### config.mk
export PLATFORM = sky130hd
export DESIGN_NAME = blob_header_crc32_checker_unit
export DESIGN_NICKNAME = d
export VERILOG_FILES = /design/src/design/bhcc_pkg.sv /design/src/design/bhcc_crc8.sv /design/src/design/blob_header_crc32_checker_unit.sv
export SDC_FILE = /design/constraint.sdc
export NUM_CORES = 1
export LEC_CHECK = 0
export ABC_AREA = 1
export BUFFER_PORTS_ARGS = -buffer_cell sky130_fd_sc_hd__buf_2
export CORE_MARGIN = 10
export CORE_UTILIZATION = 30
export CTS_BUF_LIST = sky130_fd_sc_hd__clkbuf_8
export DETAILED_ROUTE_END_ITERATION = 10
export RECOVER_POWER = 25
export SETUP_SLACK_MARGIN = 0.4
export SYNTH_ARGS = -nofsm -noshare
export SYNTH_HDL_FRONTEND = slang
export SYNTH_SLANG_ARGS = --single-unit
### constraint.sdc
create_clock -name i_clk -period 7.8 [get_ports i_clk]
set_input_delay 1.56 -clock i_clk [delete_from_list [all_inputs] [get_ports i_clk]]
set_output_delay 1.56 -clock i_clk [all_outputs]
set_load 0.02 [all_outputs]
### src/design/bhcc_pkg.sv
// bhcc_pkg: shared types and constants for the blob header crc-32 checker
// no dependencies; imported by bhcc_crc8 and blob_header_crc32_checker_unit
`default_nettype none

package bhcc_pkg;

    // header layout and crc-32 constants
    localparam int unsigned HEADER_BYTES = 28;
    localparam logic [31:0] CRC_POLY     = 32'hEDB8_8320;
    localparam logic [31:0] CRC_ONES     = 32'hFFFF_FFFF;

    // configuration register indexes
    typedef enum logic [0:0] {
        REG_MAGIC   = 1'b0,
        REG_VERSION = 1'b1
    } t_reg_idx;

    // result status codes, checked in this order
    typedef enum logic [2:0] {
        ST_OK       = 3'd0,
        ST_SHORT    = 3'd1,
        ST_MAGIC    = 3'd2,
        ST_VERSION  = 3'd3,
        ST_LENGTH   = 3'd4,
        ST_CHECKSUM = 3'd5
    } t_status;

endpackage

`default_nettype wire

### src/design/bhcc_crc8.sv
// bhcc_crc8: one-byte update of the reflected crc-32 register
// depends on bhcc_pkg for the polynomial
`default_nettype none

module bhcc_crc8
    import bhcc_pkg::*;
(
    input  logic [31:0] i_crc,
    input  logic [7:0]  i_byte,
    output logic [31:0] o_crc
);

    always_comb begin
        logic [31:0] c;
        c = i_crc ^ {24'd0, i_byte};
        // eight shift steps flatten into a plain xor network
        for (int k = 0; k < 8; k++) begin
            if (c[0]) begin
                c = (c >> 1) ^ CRC_POLY;
            end else begin
                c = c >> 1;
            end
        end
        o_crc = c;
    end

endmodule

`default_nettype wire

### src/design/blob_header_crc32_checker_unit.sv
// channel  dir  tdata fields (lsb first)                          tlast      tuser
// s_axis   in   blob_byte[7:0]                                    last_byte  -
// m_axis   out  status, computed_crc, stored_crc, payload_size,   -          -
//               header_version, 5 zero pad bits
// cfg      in   i_cfg_idx selects expected_magic / newest_version, i_cfg_data value
//
// one byte per cycle sustained: a byte is registered at the input, then the
// header capture, crc byte update and status checks run while it sits in the
// input register, and the status lands in the output register on the final byte.
// a stalled result only blocks a final byte; header and payload bytes keep
// flowing. synchronous active-low reset clears control and per-blob state.
// depends on bhcc_pkg and bhcc_crc8
`default_nettype none

module blob_header_crc32_checker_unit
    import bhcc_pkg::*;
#(
    parameter int COUNT_BITS = 32
) (
    input  logic         i_clk,
    input  logic         i_rst_n,
    // configuration write port
    input  logic         i_cfg_we,
    input  logic [0:0]   i_cfg_idx,
    input  logic [31:0]  i_cfg_data,
    // byte stream in
    input  logic         s_axis_tvalid,
    output logic         s_axis_tready,
    input  logic [7:0]   s_axis_tdata,   // [7:0] blob_byte
    input  logic         s_axis_tlast,   // last_byte
    // status out
    output logic         m_axis_tvalid,
    input  logic         m_axis_tready,
    // [2:0] status, [34:3] computed_crc, [66:35] stored_crc,
    // [98:67] payload_size, [130:99] header_version, [135:131] zero
    output logic [135:0] m_axis_tdata
);

    localparam logic [COUNT_BITS-1:0] COUNT_MAX = '1;
    localparam logic [2:0] WORD_MAGIC    = 3'd0;
    localparam logic [2:0] WORD_VERSION  = 3'd1;
    localparam logic [2:0] WORD_SIZE     = 3'd3;
    localparam logic [2:0] WORD_CHECKSUM = 3'd5;

    // configuration
    logic [31:0] r_expected_magic;
    logic [31:0] r_newest_version;

    always_ff @(posedge i_clk) begin
        if (!i_rst_n) begin
            r_expected_magic <= '0;
            r_newest_version <= '0;
        end else if (i_cfg_we) begin
            case (t_reg_idx'(i_cfg_idx))
                REG_MAGIC:   r_expected_magic <= i_cfg_data;
                REG_VERSION: r_newest_version <= i_cfg_data;
                default:     r_expected_magic <= r_expected_magic;
            endcase
        end
    end

    // input register
    logic       r_in_valid;
    logic [7:0] r_in_byte;
    logic       r_in_last;
    logic       out_free;
    logic       proc;

    assign out_free      = !m_axis_tvalid || m_axis_tready;
    // only a final byte needs room in the output register
    assign proc          = r_in_valid && (!r_in_last || out_free);
    assign s_axis_tready = !r_in_valid || proc;

    always_ff @(posedge i_clk) begin
        if (!i_rst_n) begin
            r_in_valid <= 1'b0;
        end else if (s_axis_tready) begin
            r_in_valid <= s_axis_tvalid;
        end
    end

    always_ff @(posedge i_clk) begin
        if (s_axis_tready && s_axis_tvalid) begin
            r_in_byte <= s_axis_tdata;
            r_in_last <= s_axis_tlast;
        end
    end

    // per-blob state
    logic [COUNT_BITS-1:0] r_byte_count, n_byte_count;
    logic [31:0] r_crc, n_crc;
    logic [31:0] r_magic, n_magic;
    logic [31:0] r_version, n_version;
    logic [31:0] r_size, n_size;
    logic [31:0] r_checksum, n_checksum;
    logic [31:0] crc_upd;
    logic [31:0] lane_bits;
    logic        in_header;
    logic [32:0] expect_len;
    logic [31:0] crc_final;
    t_status     n_status;

    bhcc_crc8 u_crc8 (
        .i_crc  (r_crc),
        .i_byte (r_in_byte),
        .o_crc  (crc_upd)
    );

    assign in_header = r_byte_count < COUNT_BITS'(HEADER_BYTES);
    assign lane_bits = {24'd0, r_in_byte} << {r_byte_count[1:0], 3'b000};

    always_comb begin
        n_magic    = r_magic;
        n_version  = r_version;
        n_size     = r_size;
        n_checksum = r_checksum;
        n_crc      = r_crc;
        if (in_header) begin
            case (r_byte_count[4:2])
                WORD_MAGIC:    n_magic    = r_magic | lane_bits;
                WORD_VERSION:  n_version  = r_version | lane_bits;
                WORD_SIZE:     n_size     = r_size | lane_bits;
                WORD_CHECKSUM: n_checksum = r_checksum | lane_bits;
                default:       n_magic    = r_magic;
            endcase
        end else begin
            n_crc = crc_upd;
        end
        n_byte_count = (r_byte_count == COUNT_MAX) ? r_byte_count
                                                   : r_byte_count + 1'b1;
    end

    assign expect_len = 33'(HEADER_BYTES) + {1'b0, n_size};
    assign crc_final  = n_crc ^ CRC_ONES;

    always_comb begin
        if (n_byte_count < COUNT_BITS'(HEADER_BYTES)) begin
            n_status = ST_SHORT;
        end else if (n_magic != r_expected_magic) begin
            n_status = ST_MAGIC;
        end else if (n_version > r_newest_version) begin
            n_status = ST_VERSION;
        end else if (n_byte_count == COUNT_MAX ||
                     33'(n_byte_count) != expect_len) begin
            n_status = ST_LENGTH;
        end else if (crc_final != n_checksum) begin
            n_status = ST_CHECKSUM;
        end else begin
            n_status = ST_OK;
        end
    end

    always_ff @(posedge i_clk) begin
        if (!i_rst_n) begin
            r_byte_count <= '0;
            r_crc        <= CRC_ONES;
            r_magic      <= '0;
            r_version    <= '0;
            r_size       <= '0;
            r_checksum   <= '0;
        end else if (proc) begin
            if (r_in_last) begin
                // blob done, start the next one clean
                r_byte_count <= '0;
                r_crc        <= CRC_ONES;
                r_magic      <= '0;
                r_version    <= '0;
                r_size       <= '0;
                r_checksum   <= '0;
            end else begin
                r_byte_count <= n_byte_count;
                r_crc        <= n_crc;
                r_magic      <= n_magic;
                r_version    <= n_version;
                r_size       <= n_size;
                r_checksum   <= n_checksum;
            end
        end
    end

    // output register
    logic        r_out_valid;
    t_status     r_out_status;
    logic [31:0] r_out_crc;
    logic [31:0] r_out_stored;
    logic [31:0] r_out_size;
    logic [31:0] r_out_version;

    always_ff @(posedge i_clk) begin
        if (!i_rst_n) begin
            r_out_valid <= 1'b0;
        end else if (proc && r_in_last) begin
            r_out_valid <= 1'b1;
        end else if (m_axis_tready) begin
            r_out_valid <= 1'b0;
        end
    end

    always_ff @(posedge i_clk) begin
        if (proc && r_in_last) begin
            r_out_status  <= n_status;
            // no payload byte means the crc reads as zero
            r_out_crc     <= crc_final;
            r_out_stored  <= n_checksum;
            r_out_size    <= n_size;
            r_out_version <= n_version;
        end
    end

    assign m_axis_tvalid = r_out_valid;
    assign m_axis_tdata  = {5'd0, r_out_version, r_out_size, r_out_stored,
                            r_out_crc, r_out_status};

`ifndef ASSERT_OFF
    a_clear_after_last: assert property (@(posedge i_clk) disable iff (!i_rst_n)
        proc && r_in_last |=> r_byte_count == '0 && r_crc == CRC_ONES)
        else $error("per-blob state not cleared after final byte");

    a_count_step: assert property (@(posedge i_clk) disable iff (!i_rst_n)
        proc && !r_in_last && r_byte_count != COUNT_MAX
        |=> r_byte_count == $past(r_byte_count) + 1'b1)
        else $error("byte count did not advance");

    a_result_source: assert property (@(posedge i_clk) disable iff (!i_rst_n)
        $rose(r_out_valid) |-> $past(proc && r_in_last))
        else $error("result appeared without a final byte");

    a_ok_means_match: assert property (@(posedge i_clk) disable iff (!i_rst_n)
        r_out_valid && r_out_status == ST_OK |-> r_out_crc == r_out_stored)
        else $error("ok status with mismatching checksum");

    a_last_waits: assert property (@(posedge i_clk) disable iff (!i_rst_n)
        r_in_valid && r_in_last && !out_free |=> r_in_valid && r_in_last)
        else $error("final byte dropped while result stalled");
`endif

endmodule

`default_nettype wire
## Word-level counts from Yosys, hierarchy flattened

Cells that the tools add are included.

- Flip-flop bits (word level): 398
- Bits of input ports: 47
- Output and inout bits: 138
- Logic and storage cells: 92

- $add $sub $neg: 2
- Magnitude comparators: 3
- Equality and inequality tests: 8
- Shift-type cells: 1
- Mux-type cells: 30
- Bitwise logic cells: 15
- Reduce and logical (&&, ||, !) cells: 15

Operators by type and width:

| operator | number |
|---|---|
| 32-bit two-way mux | 24 |
| 32-bit OR | 4 |
| 13-bit inverter with 14-bit output | 8 |
| 32-bit == test (second input constant) | 2 |
| 32-bit by 5-bit < comparator with 1-bit output (second input constant) | 2 |
| 32-bit != test | 2 |
| 5-bit by 32-bit adder with 33-bit output (first input constant) | 1 |
| 32-bit by 33-bit != test with 1-bit output | 1 |
| 32-bit by 1-bit adder with 32-bit output (second input constant) | 1 |
| 32-bit greater-than comparator | 1 |
| 32-bit inverter | 1 |
| 8-bit by 5-bit << shifter with 32-bit output | 1 |
| 32-bit by 8-bit bitwise XOR with 32-bit output | 1 |
| 3-bit two-way mux | 2 |
| 1-bit logical OR | 4 |
| 2-bit two-way mux | 2 |
| 2-bit AND reduction | 2 |
| 3-bit by 1-bit == test with 1-bit output (second input constant) | 1 |
| 3-bit by 2-bit == test with 1-bit output (second input constant) | 1 |
| 3-bit == test (second input constant) | 1 |
| 1-bit logical AND | 3 |
| 1-bit logical NOT | 3 |
| 3-bit logical NOT | 1 |
| 3-bit OR reduction | 1 |
| 3 further kinds | 4 |

## Logic depth before layout (Yosys ltp)

- Depth in word-level cells: 24
- Mapped depth: 27
- Mapped depth without buffers: 24

## Hierarchy

Synthesis repeated with hierarchy kept, for this count alone.

- Cells, all modules: 2682
- Area total of the unflattened synthesis: 21247.9 um2

By module, submodules not included:

| module | instances | cells an instance | area an instance (um2) | sequential area each (um2) |
|---|---|---|---|---|
| blob_header_crc32_checker_unit | 1 | 2473 | 20073.0 | 9369.0 |
| bhcc_crc8 | 1 | 209 | 1174.9 | 0.0 |

## Least setup slack after synthesis

OpenSTA, ideal clock, no wires.

- Path type: in2reg
- From: in m_axis_tready
- To: reg r_out_crc[0] (enable)
- Library setup time: 0.484 ns
- Arrival: 4.684 ns
- Data required time: 7.316 ns
- Setup slack: 2.632 ns
- Stages: 7
- Buffers on the path: 1
- Path through: nor2_1 nand2_1 nand2_1 inv_1 nand2_1 clkbuf_1 inv_1

- Word-level cells in the longest chain between the ends: 4

Ends and longest elaborated chain:

| what | RTL line | text |
|---|---|---|
| start, declared | blob_header_crc32_checker_unit.sv:33 | `input logic m_axis_tready,` |
| 1-bit logical OR | blob_header_crc32_checker_unit.sv:69 | `assign out_free = !m_axis_tvalid \|\| m_axis_tready;` |
| 1-bit logical OR | blob_header_crc32_checker_unit.sv:71 | `assign proc = r_in_valid && (!r_in_last \|\| out_free);` |
| 1-bit logical AND | blob_header_crc32_checker_unit.sv:71 |  |
| 1-bit logical AND | blob_header_crc32_checker_unit.sv:200 | `if (proc && r_in_last) begin` |
| end signal, assigned | blob_header_crc32_checker_unit.sv:203 | `r_out_crc <= crc_final;` |
| end, declared | blob_header_crc32_checker_unit.sv:184 | `logic [31:0] r_out_crc;` |

No other way between the ends.
A chain may end at the register's enable or synchronous reset.

==> flow_summary.json <==
{
  "cts_hold_buffers": 0,
  "place_inst": 3565,
  "setup_viol_count_final": 0,
  "initial_core_util_pct": 30.2,
  "crit_path_max_fanout": 85,
  "drc": 0,
  "syn-cell-area_sq_um": 20300,
  "status": "finished with violations",
  "r2r-start": "r_byte_count[28]",
  "drive_above_1_share_pct": 11.9,
  "multi_input_area_sq_um": 9300,
  "first_iter_violations": 1862,
  "yosysWarnings": 0,
  "fp.dieH_um": 280,
  "violations": "max-capacitance violations, max-slew violations",
  "leakage_uw": 0.0101,
  "min_from": "r_size[1]",
  "clk_path_buf_depth": 3,
  "core_area_sq_um": 67200,
  "endpoint_kind": "flip-flop",
  "r2r_end": "r_out_status[1]",
  "fin_tns_setup_ps": 0,
  "synth-seq-cells": 398,
  "relSlewSlack_pct": -121,
  "cts.sinks": 398,
  "min_to": "r_size[1]",
  "power_density_nw_per_um2": 203,
  "via_per_inst": 4.82,
  "ir_drop_v": 0.000157,
  "fin_skew_ps": 22.6,
  "cts_tree": "yes",
  "crit_required_ps": 8360,
  "rrSetupSlack_ps": 2730,
  "cp.arrival_ps": 6370,
  "grt_pass1_wl_um": 103000,
  "cts_made_buffers": 74,
  "synth.distinct_cells": 57,
  "hold_depth": 2,
  "area_growth_pct": 14.8,
  "post-route-util_pct": 34.7,
  "overflow": 0,
  "synth_cells": 2597,
  "row_count": 95,
  "wl_um": 68300,
  "fp.dieArea_sq_um": 78500,
  "fin_crit_sh_pct": 74.5,
  "firstDrtPassIters": 6,
  "cts_setup_buffers": 0,
  "fp.dieW_um": 280,
  "whs_ps": 450,
  "nets": 2849,
  "fin_cells": 3700,
  "avgRoutedWirePerCell_um": 18.5,
  "ys_seq_area_share_pct": 46.1,
  "min_period_ps": 5810,
  "grt_pass1_vias": 16800,
  "mostFrequentLayoutCells": "nand2_1 (533), nor2_1 (348), inv_1 (315), dfxtp_1 (258), a21oi_1 (188)",
  "grt_max_degree": 88,
  "avgSynthCellArea_sq_um": 7.82,
  "num_vias": 17800,
  "clkSlewWorstSetupHoldPaths_ps": 60,
  "layout_commonest_cell": "nand2_1",
  "critPathLaunchType": "input port",
  "rsz0062_at_grt": "false",
  "design.portCount": 185,
  "cts_max_level": 3,
  "synth_edf_count": 140,
  "portBuffers": 179,
  "tightest_slew_ps": 3310,
  "drv_cap": 1,
  "maxSlewViolCount": 86,
  "ant_nets": 0,
  "cts-resized-gates": 0,
  "reg2reg_depth": 19,
  "ys.flop_type": "dfxtp_1",
  "hp-class": "flip-flop to flip-flop",
  "fmax_ghz": 0.172,
  "final_hold_viol_count": 0,
  "path_class": "input port to flip-flop",
  "root_buffer": "clkbuf_8",
  "gp_congestion": 0.906,
  "worstSkewPairLatency_ps": 660,
  "dp_hpwl_um": 50700,
  "seq_area_sq_um": 9370,
  "async_flop_share_pct": 0,
  "antenna_found_initial": 3,
  "grt_use_total_pct": 17.0,
  "num-fill-cells": 7095
}
[final cells by class]
| type | instances | area share, % |
|---|---|---|
| Timing Repair Buffer | 191 | 3.95 |
| Clock inverter | 49 | 1.34 |
| Antenna cell | 1 | 0.0107 |
| Tap cell | 873 | 4.69 |
| Inverter | 299 | 4.87 |
| Sequential cell | 398 | 40.2 |
| Multi-Input combinational cell | 1804 | 39.9 |
| Clock buffer | 85 | 5.02 |
[logic make-up after synthesis]
group,Yosys count,share of synthesized area (%)
buf+inv,399,7.94
other cells,1,0.0185
flops,398,46.1
fa+ha+maj,34,2.10
simple gates,1231,26.9
xor+xnor,130,5.82
compound gates,404,11.1
[worst max-delay path by stage]
stage | from | endpoint | slack (ps)
floorplan | m_axis_tready | r_out_crc[0] | 2630
global placement | m_axis_tready | r_magic[23] | 2190
detailed placement | m_axis_tready | r_version[11] | 2180
CTS | r_byte_count[24] | r_out_status[1] | 2830
global route | i_rst_n | r_magic[7] | 1610
finish | i_rst_n | r_checksum[7] | 1990
[Yosys cell counts (37+ instances only)]
| cell type | n | area share, % |
|---|---|---|
| a21oi_1 | 187 | 4.6 |
| clkbuf_1 | 69 | 1.3 |
| dfxtp_1 | 258 | 25 |
| edfxtp_1 | 140 | 21 |
| inv_1 | 288 | 5.3 |
| nand2_1 | 523 | 9.7 |
| nand2_2 | 39 | 1.2 |
| nand3_1 | 124 | 3.1 |
| nor2_1 | 347 | 6.4 |
| nor3_1 | 78 | 1.9 |
| o21ai_0 | 129 | 3.2 |
| o21bai_1 | 42 | 1.6 |
| xnor2_1 | 37 | 1.6 |
| xor2_1 | 89 | 3.8 |
[through the flow]
| step | cell area [sq um] | setup slack, ps | total power, uW |
|---|---|---|---|
| global placement | 21900 | 2190 | 2730 |
| finish | 23300 | 1990 | 4730 |
| floorplan | 20300 | 2630 | 2580 |
| detailed placement | 21900 | 2180 | 2730 |
| CTS | 23400 | 2830 | 4780 |
| global route | 23300 | 1610 | 4930 |
[report_power, final]
part           switching, uW  internal, uW
clock                    917          1130
sequential              38.9          2200
combinational            312           136
total                   1270          3460
[critical path, stage by stage]
cell	delay, ps
buf_2	70
clkbuf_1	2320
nand2_4	1270
buf_4	690
nor3b_1	260
[layer usage]
layer / track usage (%) / up-vias / part of all wire, %
met5: 0 / - / 0.019
met4: 5.02 / 2 / 2.3
met3: 3.10 / 102 / 6.9
met2: 26.1 / 663 / 44
met1: 23.9 / 8277 / 47
li1: - / 8785 / -
Note: power is estimated with default switching activity, not from simulation.
